$ cat src/design/ccft_pkg.sv
// Package for the camera coordinate frame tracker: constants, codes and shared types.
// No dependencies. The parser, axis, speed and top modules use it.
`default_nettype none
package ccft_pkg;

  localparam int BUF_DEPTH  = 10;
  localparam int CNT_W      = $clog2(BUF_DEPTH + 1);
  localparam int MIN_FRAME  = 5;
  localparam int HIST_DEPTH = 4;

  localparam logic [7:0] HDR_A = 8'h2C;
  localparam logic [7:0] HDR_B = 8'h12;
  localparam logic [7:0] TERM  = 8'h5B;

  localparam logic REQ_BYTE = 1'b0;
  localparam logic REQ_TICK = 1'b1;

  localparam int CFG_IDX_W = 2;
  localparam int CFG_DAT_W = 16;
  localparam logic [CFG_IDX_W-1:0] CFG_JUMP_LIMIT  = 2'd0;
  localparam logic [CFG_IDX_W-1:0] CFG_DELTA_LIMIT = 2'd1;
  localparam logic [CFG_IDX_W-1:0] CFG_SPEED_GAIN  = 2'd2;

  localparam logic [7:0]  JUMP_LIMIT_RST  = 8'd10;
  localparam logic [14:0] DELTA_LIMIT_RST = 15'd500;
  localparam logic [15:0] SPEED_GAIN_RST  = 16'd4845;

  localparam int POS_W = 15;
  localparam int SPD_W = 16;
  localparam int MAG_W = 31;

  // Division by 100 as multiply by ceil(2^29/100), exact for inputs below 2^22
  localparam int DIV_IN_W  = 22;
  localparam int DIV_MUL_W = 23;
  localparam int DIV_SHIFT = 29;
  localparam int DIV_PRD_W = DIV_IN_W + DIV_MUL_W;
  localparam logic [DIV_MUL_W-1:0] DIV100_MUL = 23'd5368710;

  localparam logic [SPD_W-1:0] Q_MAX_POS = 16'd32767;
  localparam logic [SPD_W-1:0] Q_MAX_NEG = 16'd32768;
  localparam logic signed [SPD_W-1:0] SPD_SAT_POS = 16'sh7FFF;
  localparam logic signed [SPD_W-1:0] SPD_SAT_NEG = 16'sh8000;

  typedef enum logic [3:0] {
    PS_HUNT    = 4'b0001,
    PS_HDR2    = 4'b0010,
    PS_PAYLOAD = 4'b0100,
    PS_TERM    = 4'b1000
  } parse_state_t;

  typedef struct packed {
    logic [7:0] x_int;
    logic [7:0] x_hund;
    logic [7:0] y_int;
    logic [7:0] y_hund;
  } coords_t;

  typedef struct packed {
    logic [POS_W-1:0]        pos;
    logic signed [SPD_W-1:0] delta;
    logic                    upd;
  } axis_res_t;

  typedef struct packed {
    logic en2;
    logic en3;
    logic en4;
    logic v3;
  } pipe_ctl_t;

endpackage
`default_nettype wire

$ cat src/design/ccft_parser.sv
// Frame parser: header hunt, payload count, terminator check and coordinate latch.
// Depends on ccft_pkg.
`default_nettype none
module ccft_parser (
  input  wire logic              clk,
  input  wire logic              rst_n,
  input  wire logic              byte_en,
  input  wire logic [7:0]        rx_byte,
  output      logic              latched,
  output      ccft_pkg::coords_t coords
);

  ccft_pkg::parse_state_t   state_r, state_nxt;
  logic [ccft_pkg::CNT_W-1:0] count_r, count_nxt, cnt_inc;
  logic [7:0]               hist_r [ccft_pkg::HIST_DEPTH];
  ccft_pkg::coords_t        coords_r;
  logic                     store, latch;

  always_comb begin
    state_nxt = state_r;
    count_nxt = count_r;
    store     = 1'b0;
    latch     = 1'b0;
    cnt_inc   = count_r + ccft_pkg::CNT_W'(1);
    unique case (state_r)
      ccft_pkg::PS_HUNT: begin
        if (rx_byte == ccft_pkg::HDR_A) begin
          state_nxt = ccft_pkg::PS_HDR2;
          store     = 1'b1;
          count_nxt = cnt_inc;
        end else begin
          count_nxt = '0;
        end
      end
      ccft_pkg::PS_HDR2: begin
        if (rx_byte == ccft_pkg::HDR_B) begin
          state_nxt = ccft_pkg::PS_PAYLOAD;
          store     = 1'b1;
          count_nxt = cnt_inc;
        end else begin
          state_nxt = ccft_pkg::PS_HUNT;
          count_nxt = '0;
        end
      end
      ccft_pkg::PS_PAYLOAD: begin
        store     = 1'b1;
        count_nxt = cnt_inc;
        if (cnt_inc >= ccft_pkg::CNT_W'(ccft_pkg::BUF_DEPTH) || rx_byte == ccft_pkg::TERM) begin
          state_nxt = ccft_pkg::PS_TERM;
          latch     = (cnt_inc >= ccft_pkg::CNT_W'(ccft_pkg::MIN_FRAME));
        end
      end
      ccft_pkg::PS_TERM: begin
        // restart the count; a header byte here opens the next frame
        if (rx_byte == ccft_pkg::HDR_A) begin
          state_nxt = ccft_pkg::PS_HDR2;
          store     = 1'b1;
          count_nxt = ccft_pkg::CNT_W'(1);
        end else begin
          state_nxt = ccft_pkg::PS_HUNT;
          count_nxt = '0;
        end
      end
      default: begin
        state_nxt = ccft_pkg::PS_HUNT;
        count_nxt = '0;
      end
    endcase
  end

  always_ff @(posedge clk) begin
    if (!rst_n) begin
      state_r  <= ccft_pkg::PS_HUNT;
      count_r  <= '0;
      coords_r <= '0;
    end else if (byte_en) begin
      state_r <= state_nxt;
      count_r <= count_nxt;
      if (latch) begin
        coords_r.x_int  <= hist_r[3];
        coords_r.x_hund <= hist_r[2];
        coords_r.y_int  <= hist_r[1];
        coords_r.y_hund <= hist_r[0];
      end
    end
  end

  // last stored bytes, newest at index 0
  always_ff @(posedge clk) begin
    if (byte_en && store) begin
      hist_r[0] <= rx_byte;
      for (int i = 1; i < ccft_pkg::HIST_DEPTH; i++) begin
        hist_r[i] <= hist_r[i-1];
      end
    end
  end

  assign latched = byte_en && latch;
  assign coords  = coords_r;

endmodule
`default_nettype wire

$ cat src/design/ccft_axis.sv
// One axis of position tracking: jump rejection, position register and delta.
// Depends on ccft_pkg.
`default_nettype none
module ccft_axis (
  input  wire logic                       clk,
  input  wire logic                       rst_n,
  input  wire logic                       tick_en,
  input  wire logic [7:0]                 new_int,
  input  wire logic [7:0]                 new_hund,
  input  wire logic [7:0]                 jump_limit,
  input  wire logic [14:0]                delta_limit,
  output      ccft_pkg::axis_res_t        res
);

  logic [7:0]                 prev_int_r;
  logic [ccft_pkg::POS_W-1:0] pos_r, pos_nxt, new_pos;
  logic [7:0]                 jump;
  logic signed [ccft_pkg::SPD_W-1:0] delta;
  logic [ccft_pkg::POS_W-1:0] delta_abs;

  always_comb begin
    jump    = (prev_int_r >= new_int) ? (prev_int_r - new_int) : (new_int - prev_int_r);
    // int * 100 = int * 64 + int * 32 + int * 4
    new_pos = {1'b0, new_int, 6'b0} + {2'b0, new_int, 5'b0} + {5'b0, new_int, 2'b0}
              + {7'b0, new_hund};
    pos_nxt = (jump < jump_limit) ? new_pos : pos_r;
    delta   = $signed({1'b0, pos_nxt}) - $signed({1'b0, pos_r});
    delta_abs = delta[ccft_pkg::SPD_W-1] ? ccft_pkg::POS_W'(-delta)
                                         : delta[ccft_pkg::POS_W-1:0];
  end

  always_ff @(posedge clk) begin
    if (!rst_n) begin
      prev_int_r <= '0;
      pos_r      <= '0;
    end else if (tick_en) begin
      prev_int_r <= new_int;
      pos_r      <= pos_nxt;
    end
  end

  assign res.pos   = tick_en ? pos_nxt : pos_r;
  assign res.delta = delta;
  assign res.upd   = tick_en && (delta_abs < delta_limit);

endmodule
`default_nettype wire

$ cat src/design/ccft_speed.sv
// Speed pipeline for one axis: delta times gain, divide by 100, saturate, hold.
// Depends on ccft_pkg; stage enables come from the top level.
`default_nettype none
module ccft_speed (
  input  wire logic                              clk,
  input  wire logic                              rst_n,
  input  wire ccft_pkg::pipe_ctl_t               ctl,
  input  wire logic signed [ccft_pkg::SPD_W-1:0] delta,
  input  wire logic                              upd,
  input  wire logic [15:0]                       gain,
  output      logic signed [ccft_pkg::SPD_W-1:0] speed
);

  logic [ccft_pkg::POS_W-1:0]     delta_abs;
  logic [ccft_pkg::MAG_W-1:0]     mag_r;
  logic                           neg2_r, upd2_r;
  logic [ccft_pkg::DIV_PRD_W-1:0] prod;
  logic [ccft_pkg::SPD_W-1:0]     q_r;
  logic                           big_r, neg3_r, upd3_r;
  logic signed [ccft_pkg::SPD_W-1:0] speed_r, speed_nxt;

  always_comb begin
    delta_abs = delta[ccft_pkg::SPD_W-1] ? ccft_pkg::POS_W'(-delta)
                                         : delta[ccft_pkg::POS_W-1:0];
    prod = ccft_pkg::DIV_PRD_W'(mag_r[ccft_pkg::DIV_IN_W-1:0])
           * ccft_pkg::DIV_PRD_W'(ccft_pkg::DIV100_MUL);
  end

  always_ff @(posedge clk) begin
    if (ctl.en2) begin
      mag_r  <= ccft_pkg::MAG_W'(delta_abs) * ccft_pkg::MAG_W'(gain);
      neg2_r <= delta[ccft_pkg::SPD_W-1];
      upd2_r <= upd;
    end
    if (ctl.en3) begin
      big_r  <= |mag_r[ccft_pkg::MAG_W-1:ccft_pkg::DIV_IN_W];
      q_r    <= prod[ccft_pkg::DIV_PRD_W-1:ccft_pkg::DIV_SHIFT];
      neg3_r <= neg2_r;
      upd3_r <= upd2_r;
    end
  end

  always_comb begin
    if (big_r) begin
      speed_nxt = neg3_r ? ccft_pkg::SPD_SAT_NEG : ccft_pkg::SPD_SAT_POS;
    end else if (!neg3_r) begin
      speed_nxt = (q_r > ccft_pkg::Q_MAX_POS) ? ccft_pkg::SPD_SAT_POS : $signed(q_r);
    end else begin
      speed_nxt = (q_r > ccft_pkg::Q_MAX_NEG) ? ccft_pkg::SPD_SAT_NEG
                                              : $signed(~q_r + ccft_pkg::SPD_W'(1));
    end
  end

  always_ff @(posedge clk) begin
    if (!rst_n) begin
      speed_r <= '0;
    end else if (ctl.en4 && ctl.v3 && upd3_r) begin
      speed_r <= speed_nxt;
    end
  end

  assign speed = speed_r;

endmodule
`default_nettype wire

$ cat src/design/camera_coordinate_frame_tracker.sv
// Camera coordinate frame tracker: input transfers pass through registered stages to result valid.
// Throughput one item per cycle while out_stall is low; speed multiply and divide-by-100 set the four stages.
// Synchronous active-low reset clears the parser, coordinates, positions, speeds,
// pipeline valids, and loads the register defaults (10, 500, 4845).
// Depends on ccft_pkg, ccft_parser, ccft_axis and ccft_speed.
`default_nettype none
module camera_coordinate_frame_tracker (
  input  wire logic                               clk,
  input  wire logic                               rst_n,
  input  wire logic                               in_valid,
  output      logic                               in_stall,
  input  wire logic                               in_req_type,
  input  wire logic [7:0]                         in_rx_byte,
  output      logic                               out_valid,
  input  wire logic                               out_stall,
  output      logic                               out_frame_latched,
  output      logic [ccft_pkg::POS_W-1:0]         out_pos_x,
  output      logic [ccft_pkg::POS_W-1:0]         out_pos_y,
  output      logic signed [ccft_pkg::SPD_W-1:0]  out_speed_x,
  output      logic signed [ccft_pkg::SPD_W-1:0]  out_speed_y,
  input  wire logic                               cfg_we,
  input  wire logic [ccft_pkg::CFG_IDX_W-1:0]     cfg_index,
  input  wire logic [ccft_pkg::CFG_DAT_W-1:0]     cfg_wdata
);

  logic [7:0]  jump_limit_r;
  logic [14:0] delta_limit_r;
  logic [15:0] speed_gain_r;

  logic v1_r, v2_r, v3_r, v4_r;
  logic en1, en2, en3, en4;
  logic accept, byte_en, tick_en;
  ccft_pkg::pipe_ctl_t ctl;

  logic              latched;
  ccft_pkg::coords_t coords;
  ccft_pkg::axis_res_t res_x, res_y;

  logic                              lat1_r, lat2_r, lat3_r, lat4_r;
  logic [ccft_pkg::POS_W-1:0]        px1_r, px2_r, px3_r, px4_r;
  logic [ccft_pkg::POS_W-1:0]        py1_r, py2_r, py3_r, py4_r;
  logic signed [ccft_pkg::SPD_W-1:0] dx1_r, dy1_r;
  logic                              ux1_r, uy1_r;

  always_ff @(posedge clk) begin
    if (!rst_n) begin
      jump_limit_r  <= ccft_pkg::JUMP_LIMIT_RST;
      delta_limit_r <= ccft_pkg::DELTA_LIMIT_RST;
      speed_gain_r  <= ccft_pkg::SPEED_GAIN_RST;
    end else if (cfg_we) begin
      unique case (cfg_index)
        ccft_pkg::CFG_JUMP_LIMIT:  jump_limit_r  <= cfg_wdata[7:0];
        ccft_pkg::CFG_DELTA_LIMIT: delta_limit_r <= cfg_wdata[14:0];
        ccft_pkg::CFG_SPEED_GAIN:  speed_gain_r  <= cfg_wdata;
        default: ;
      endcase
    end
  end

  // advance a stage when the next one is empty or advancing
  assign en4      = !v4_r || !out_stall;
  assign en3      = !v3_r || en4;
  assign en2      = !v2_r || en3;
  assign en1      = !v1_r || en2;
  assign in_stall = !en1;
  assign accept   = in_valid && en1;
  assign byte_en  = accept && (in_req_type == ccft_pkg::REQ_BYTE);
  assign tick_en  = accept && (in_req_type == ccft_pkg::REQ_TICK);

  assign ctl.en2 = en2;
  assign ctl.en3 = en3;
  assign ctl.en4 = en4;
  assign ctl.v3  = v3_r;

  ccft_parser u_parser (
    .clk     (clk),
    .rst_n   (rst_n),
    .byte_en (byte_en),
    .rx_byte (in_rx_byte),
    .latched (latched),
    .coords  (coords)
  );

  ccft_axis u_axis_x (
    .clk         (clk),
    .rst_n       (rst_n),
    .tick_en     (tick_en),
    .new_int     (coords.x_int),
    .new_hund    (coords.x_hund),
    .jump_limit  (jump_limit_r),
    .delta_limit (delta_limit_r),
    .res         (res_x)
  );

  ccft_axis u_axis_y (
    .clk         (clk),
    .rst_n       (rst_n),
    .tick_en     (tick_en),
    .new_int     (coords.y_int),
    .new_hund    (coords.y_hund),
    .jump_limit  (jump_limit_r),
    .delta_limit (delta_limit_r),
    .res         (res_y)
  );

  ccft_speed u_speed_x (
    .clk   (clk),
    .rst_n (rst_n),
    .ctl   (ctl),
    .delta (dx1_r),
    .upd   (ux1_r),
    .gain  (speed_gain_r),
    .speed (out_speed_x)
  );

  ccft_speed u_speed_y (
    .clk   (clk),
    .rst_n (rst_n),
    .ctl   (ctl),
    .delta (dy1_r),
    .upd   (uy1_r),
    .gain  (speed_gain_r),
    .speed (out_speed_y)
  );

  always_ff @(posedge clk) begin
    if (!rst_n) begin
      v1_r <= 1'b0;
      v2_r <= 1'b0;
      v3_r <= 1'b0;
      v4_r <= 1'b0;
    end else begin
      if (en1) v1_r <= in_valid;
      if (en2) v2_r <= v1_r;
      if (en3) v3_r <= v2_r;
      if (en4) v4_r <= v3_r;
    end
  end

  always_ff @(posedge clk) begin
    if (en1) begin
      lat1_r <= latched;
      px1_r  <= res_x.pos;
      py1_r  <= res_y.pos;
      dx1_r  <= res_x.delta;
      dy1_r  <= res_y.delta;
      ux1_r  <= res_x.upd;
      uy1_r  <= res_y.upd;
    end
    if (en2) begin
      lat2_r <= lat1_r;
      px2_r  <= px1_r;
      py2_r  <= py1_r;
    end
    if (en3) begin
      lat3_r <= lat2_r;
      px3_r  <= px2_r;
      py3_r  <= py2_r;
    end
    if (en4) begin
      lat4_r <= lat3_r;
      px4_r  <= px3_r;
      py4_r  <= py3_r;
    end
  end

  assign out_valid         = v4_r;
  assign out_frame_latched = lat4_r;
  assign out_pos_x         = px4_r;
  assign out_pos_y         = py4_r;

  a_tick_no_latch: assert property (@(posedge clk) disable iff (!rst_n)
    (in_valid && !in_stall && in_req_type == ccft_pkg::REQ_TICK) |=> !lat1_r)
    else $error("tick transfer produced a frame latch");

  a_stall_only_full: assert property (@(posedge clk) disable iff (!rst_n)
    in_stall |-> (v1_r && v2_r && v3_r && v4_r && out_stall))
    else $error("input stalled with room in the pipeline");

  a_no_update_on_byte: assert property (@(posedge clk) disable iff (!rst_n)
    (in_valid && !in_stall && in_req_type == ccft_pkg::REQ_BYTE) |=> (!ux1_r && !uy1_r))
    else $error("byte transfer requested a speed update");

endmodule
`default_nettype wire

$ cat config.mk
export PLATFORM = sky130hd
export DESIGN_NAME = camera_coordinate_frame_tracker
export DESIGN_NICKNAME = d
export VERILOG_FILES = /design/src/design/ccft_pkg.sv /design/src/design/ccft_parser.sv /design/src/design/ccft_axis.sv /design/src/design/ccft_speed.sv /design/src/design/camera_coordinate_frame_tracker.sv
export SDC_FILE = /design/constraint.sdc
export NUM_CORES = 2
export LEC_CHECK = 0
export BUFFER_PORTS_ARGS = -buffer_cell sky130_fd_sc_hd__clkbuf_2
export CAP_MARGIN = 20
export CORE_MARGIN = 4
export CORE_UTILIZATION = 55
export DETAILED_ROUTE_END_ITERATION = 12
export GPL_TIMING_DRIVEN = 1
export PLACE_DENSITY = 0.74
export SLEW_MARGIN = 20
export SYNTH_ARGS = -nofsm -noshare
export SYNTH_HDL_FRONTEND = slang
export SYNTH_HIERARCHICAL = 1
export SYNTH_SLANG_ARGS = --single-unit
$ cat constraint.sdc
create_clock -name clk -period 7 [get_ports clk]
set_clock_uncertainty 0.2 [all_clocks]
set_input_delay 0.35 -clock clk [delete_from_list [all_inputs] [get_ports clk]]
set_output_delay 0.35 -clock clk [all_outputs]
set_load 0.005 [all_outputs]
==> insert_results.sql <==
INSERT INTO impl_metrics (metric_group, metric, value, unit) VALUES
('clock_tree', 'worst_skew_pair.late_latency', '0.63', 'ns'),
('worst_setup_path', 'ff2ff_setup_slack', '-0.53', 'ns'),
('cells_and_area', 'fraction_of_final_layout_cells_with_drive_strength_greater_than_1', '17.5', '%'),
('sta', 'clock.fmax', '133', 'MHz'),
('sta', 'setup_violations', '29', ''),
('yosys', 'most_numerous_cell_in_the_yosys_netlist', 'inv_1', ''),
('yosys', 'yosys.area_share.adder', '45.4', '%'),
('power_and_ir_drop', 'static-leakage-power', '33.9', 'nW'),
('sta', 'layout_min_cycle_time', '7.53', 'ns'),
('place', 'dpl-instance-area', '60200', 'µm²'),
('worst_setup_path', 'worstPathRequired', '7.17', 'ns'),
('route', 'drt-total-wl', '131', 'mm'),
('place', 'port_buffers', '96', ''),
('worst_setup_path', 'reg_to_reg_end', 'u_speed_y/mag_r[28]$_DFFE_PP_', ''),
('route', 'wl_per_cell', '18.2', 'µm'),
('grt', 'antenna_found_initial', '0', ''),
('yosys', 'sequential_cell_area_fraction_in_the_yosys_report', '21.8', '%'),
('die', 'die-height', '325', 'µm'),
('clock_tree', 'cts_buffers', '52', ''),
('yosys', 'async_flop_share', '0', '%'),
('clock_tree', 'ctsHtreeMaxLevel', '2', ''),
('worst_setup_path', 'worst_setup_path_startpoint', 'dy1_r[5]$_DFFE_PP_', ''),
('cells_and_area', 'fin_cells', '7225', ''),
('worst_setup_path', 'reg2regPathDepth', '27', ''),
('die', 'floorplan.die_area', '106000', 'µm²'),
('worst_setup_path', 'crit_path_start_kind', 'flop', ''),
('yosys', 'synth_nets', '6940', ''),
('yosys', 'postSynthRegisterBits', '455', ''),
('place', 'gpl.final_weighted_congestion', '0.916', ''),
('cells_and_area', 'final_area', '64300', 'µm²'),
('yosys', 'synth.distinct_cells', '91', ''),
('route', 'via_per_inst', '5.50', ''),
('yosys', 'dominant_combinational_cell_family_by_area_after_synthesis', 'adder cells', ''),
('die', 'start_util', '55.8', '%'),
('yosys', 'synth_compound_gate_area_share', '7.82', '%'),
('route', 'iteration_0_drc_markers', '2300', ''),
('power_and_ir_drop', 'power_per_cell_area', '89.1', 'nW/µm²'),
('worst_setup_path', 'rr_startpoint', 'dy1_r[5]$_DFFE_PP_', ''),
('sta', 'period_share', '108', '%'),
('yosys', 'yosysTopAreaCellShare', '26.7', '%'),
('yosys', 'synthTopCellsByArea', 'fa_1, ha_1, edfxtp_1', ''),
('grt', 'grt.total_usage', '24.8', '%'),
('worst_hold_path', 'worstHoldPathType', 'in2reg', ''),
('yosys', 'yosys-top-cells-count', 'inv_1, ha_1, fa_1', ''),
('clock_tree', 'cts.clk_slew.worst_paths', '0.07', 'ns'),
('status', 'failed_checks', 'setup timing', ''),
('die', 'die_width', '325', 'µm'),
('worst_setup_path', 'critical_path.endpoint_type', 'flop', ''),
('sta', 'worst_slew_pin_tran', '1.09', 'ns'),
('place', 'pre_cts_slack', '-0.749', 'ns'),
('route', 'route.antenna.remaining_nets', '0', ''),
('die', 'num_io_pins', '97', ''),
('run', 'max_cap_violations', '0', ''),
('yosys', 'synthesis.area', '55200', 'µm²'),
('yosys', 'post_synth_inst_count', '5345', ''),
('cells_and_area', 'diodes', '0', ''),
('worst_setup_path', 'worstSetupPathType', 'reg2reg', ''),
('clock_tree', 'clkSinkCount', '455', ''),
('yosys', 'yosys_most_used_dff', 'edfxtp_1', ''),
('yosys', 'post_synthesis_xor_xnor_area_fraction', '3.00', '%'),
('grt', 'grt_pass1_wl', '213', 'mm'),
('sta', 'postLayoutSetupSlackWorst', '-0.530', 'ns'),
('clock_tree', 'number_of_buffers_on_the_longest_clock_path', '3', ''),
('power_and_ir_drop', 'vdd_ir_drop_max', '180', 'µV'),
('route', 'drt_pre_antenna_iters', '5', ''),
('sta', 'timing.max_slew.rel_slack', '27.0', '%'),
('worst_setup_path', 'worstPathMaxFanout', '3', ''),
('sta', 'grt_setup_unrepaired', 'yes', ''),
('yosys', 'synth_edf_count', '294', ''),
('worst_setup_path', 'crit_arrival', '7.70', 'ns'),
('status', 'run_status', 'finished, violations left', '');
## cell type report
class,count,area [µm²]
Clock buffer,73,1450
Clock inverter,25,215
Fill cell,7559,34700
Inverter,1015,3810
Multi-Input combinational cell,3748,40500
Sequential cell,455,12100
Tap cell,1287,1610
Timing Repair Buffer,622,4670
## cell families after synthesis
family          Yosys count
simple gates           1179
fa+ha+maj              1563
flops                   455
compound gates          660
buf+inv                1143
xor+xnor                189
mux                     156
## power breakdown
| part | switching [mW] | internal (mW) |
|---|---|---|
| Clock | 1.18 | 1.47 |
| Combinational | 0.127 | 0.0829 |
| Sequential | 0.0265 | 2.84 |
## worst min-delay path by stage
stage          cells past startpoint  slack, ns                                to                 from
3_3_place_gp                       0       0.20           out_pos_y[11]$_DFFE_PP_  py3_r[11]$_DFFE_PP_
5_1_grt                            5       0.20  u_parser/count_r[2]$_SDFFE_PN0P_          in_req_type
2_1_floorplan                      0       0.20                  lat2_r$_DFFE_PP_     lat1_r$_DFFE_PP_
3_5_place_dp                       0       0.20            out_pos_y[4]$_DFFE_PP_   py3_r[4]$_DFFE_PP_
6_report                           5       0.15  u_parser/count_r[2]$_SDFFE_PN0P_          in_req_type
4_1_cts                            5       0.11  u_parser/count_r[2]$_SDFFE_PN0P_          in_req_type
## sequential cells by signal (all words and copies together) (netlist names), 31 cells and up
signal           flops
u_speed_x/mag_r     31
u_speed_y/mag_r     31
u_parser/coords     32
u_parser/hist_r     32
## metrics by stage
| step | setup TNS, ns | utilization, % | hold WS [ns] | total power [mW] |
|---|---|---|---|---|
| 2_1_floorplan | -1.53 | - | 0.200 | 3.03 |
| 5_1_grt | -15.49 | 64.9 | 0.200 | 5.92 |
| 6_report | -8.36 | 64.9 | 0.153 | 5.73 |
| 3_3_place_gp | -5.75 | 60.8 | 0.201 | 3.11 |
| 4_1_cts | -6.38 | 63.7 | 0.114 | 5.79 |
| 3_5_place_dp | -8.24 | 60.8 | 0.205 | 3.11 |
## worst max-delay path, stage by stage, from the launching register on
cell	delay [ns]
edfxtp_1	0.40
or4_4	0.56
or4_4	0.43
or2_4	0.28
o41ai_4	0.26
xnor2_2	0.17
buf_4	0.16
nand2_2	0.06
fa_1	0.49
fa_1	0.49
inv_1	0.05
fa_2	0.53
fa_2	0.44
fa_1	0.50
inv_1	0.05
fa_2	0.53
inv_2	0.04
ha_4	0.15
a21o_1	0.18
a21oi_2	0.18
o32ai_4	0.13
nor4_4	0.19
a21oi_2	0.12
o41ai_2	0.22
buf_4	0.17
o21bai_1	0.06
a21oi_1	0.15
xnor2_1	0.08
## layer usage
layer | up-vias | global-route usage, % | wire length, µm
met4 | 0 | 8.07 | 4590
met1 | 19843 | 31.8 | 54600
met2 | 1024 | 43.2 | 64900
met5 | - | 0 | 0
met3 | 242 | 3.95 | 7300
li1 | 18624 | - | -
## timing repair
| action | in CTS | in global routing |
|---|---|---|
| gates resized for setup | 119 | 167 |
| hold buffers | 34 | 0 |
| endpoints found under the hold margin | 50 | 0 |
| setup endpoints to repair | 28 | 45 |
| cloned | 1 | 1 |
| setup buffers | 44 | 49 |
| pin swaps | 92 | 118 |
## placed cells by master, fill, tap and decap left out, drive strengths merged, types with 75 or more instances in the layout
master  netlist  layout
mux2i        98      98
and2        168     168
dfxtp       161     161
nor2        129     129
xnor2       143     143
o21ai       141     141
edfxtp      294     294
a21o         75      75
nor2b       193     193
nand2       406     407
ha          825     825
buf          26     492
clkbuf      102     168
a21oi       187     187
inv        1013    1017
fa          738     738
No activity file was read; power rests on OpenSTA's default activity.
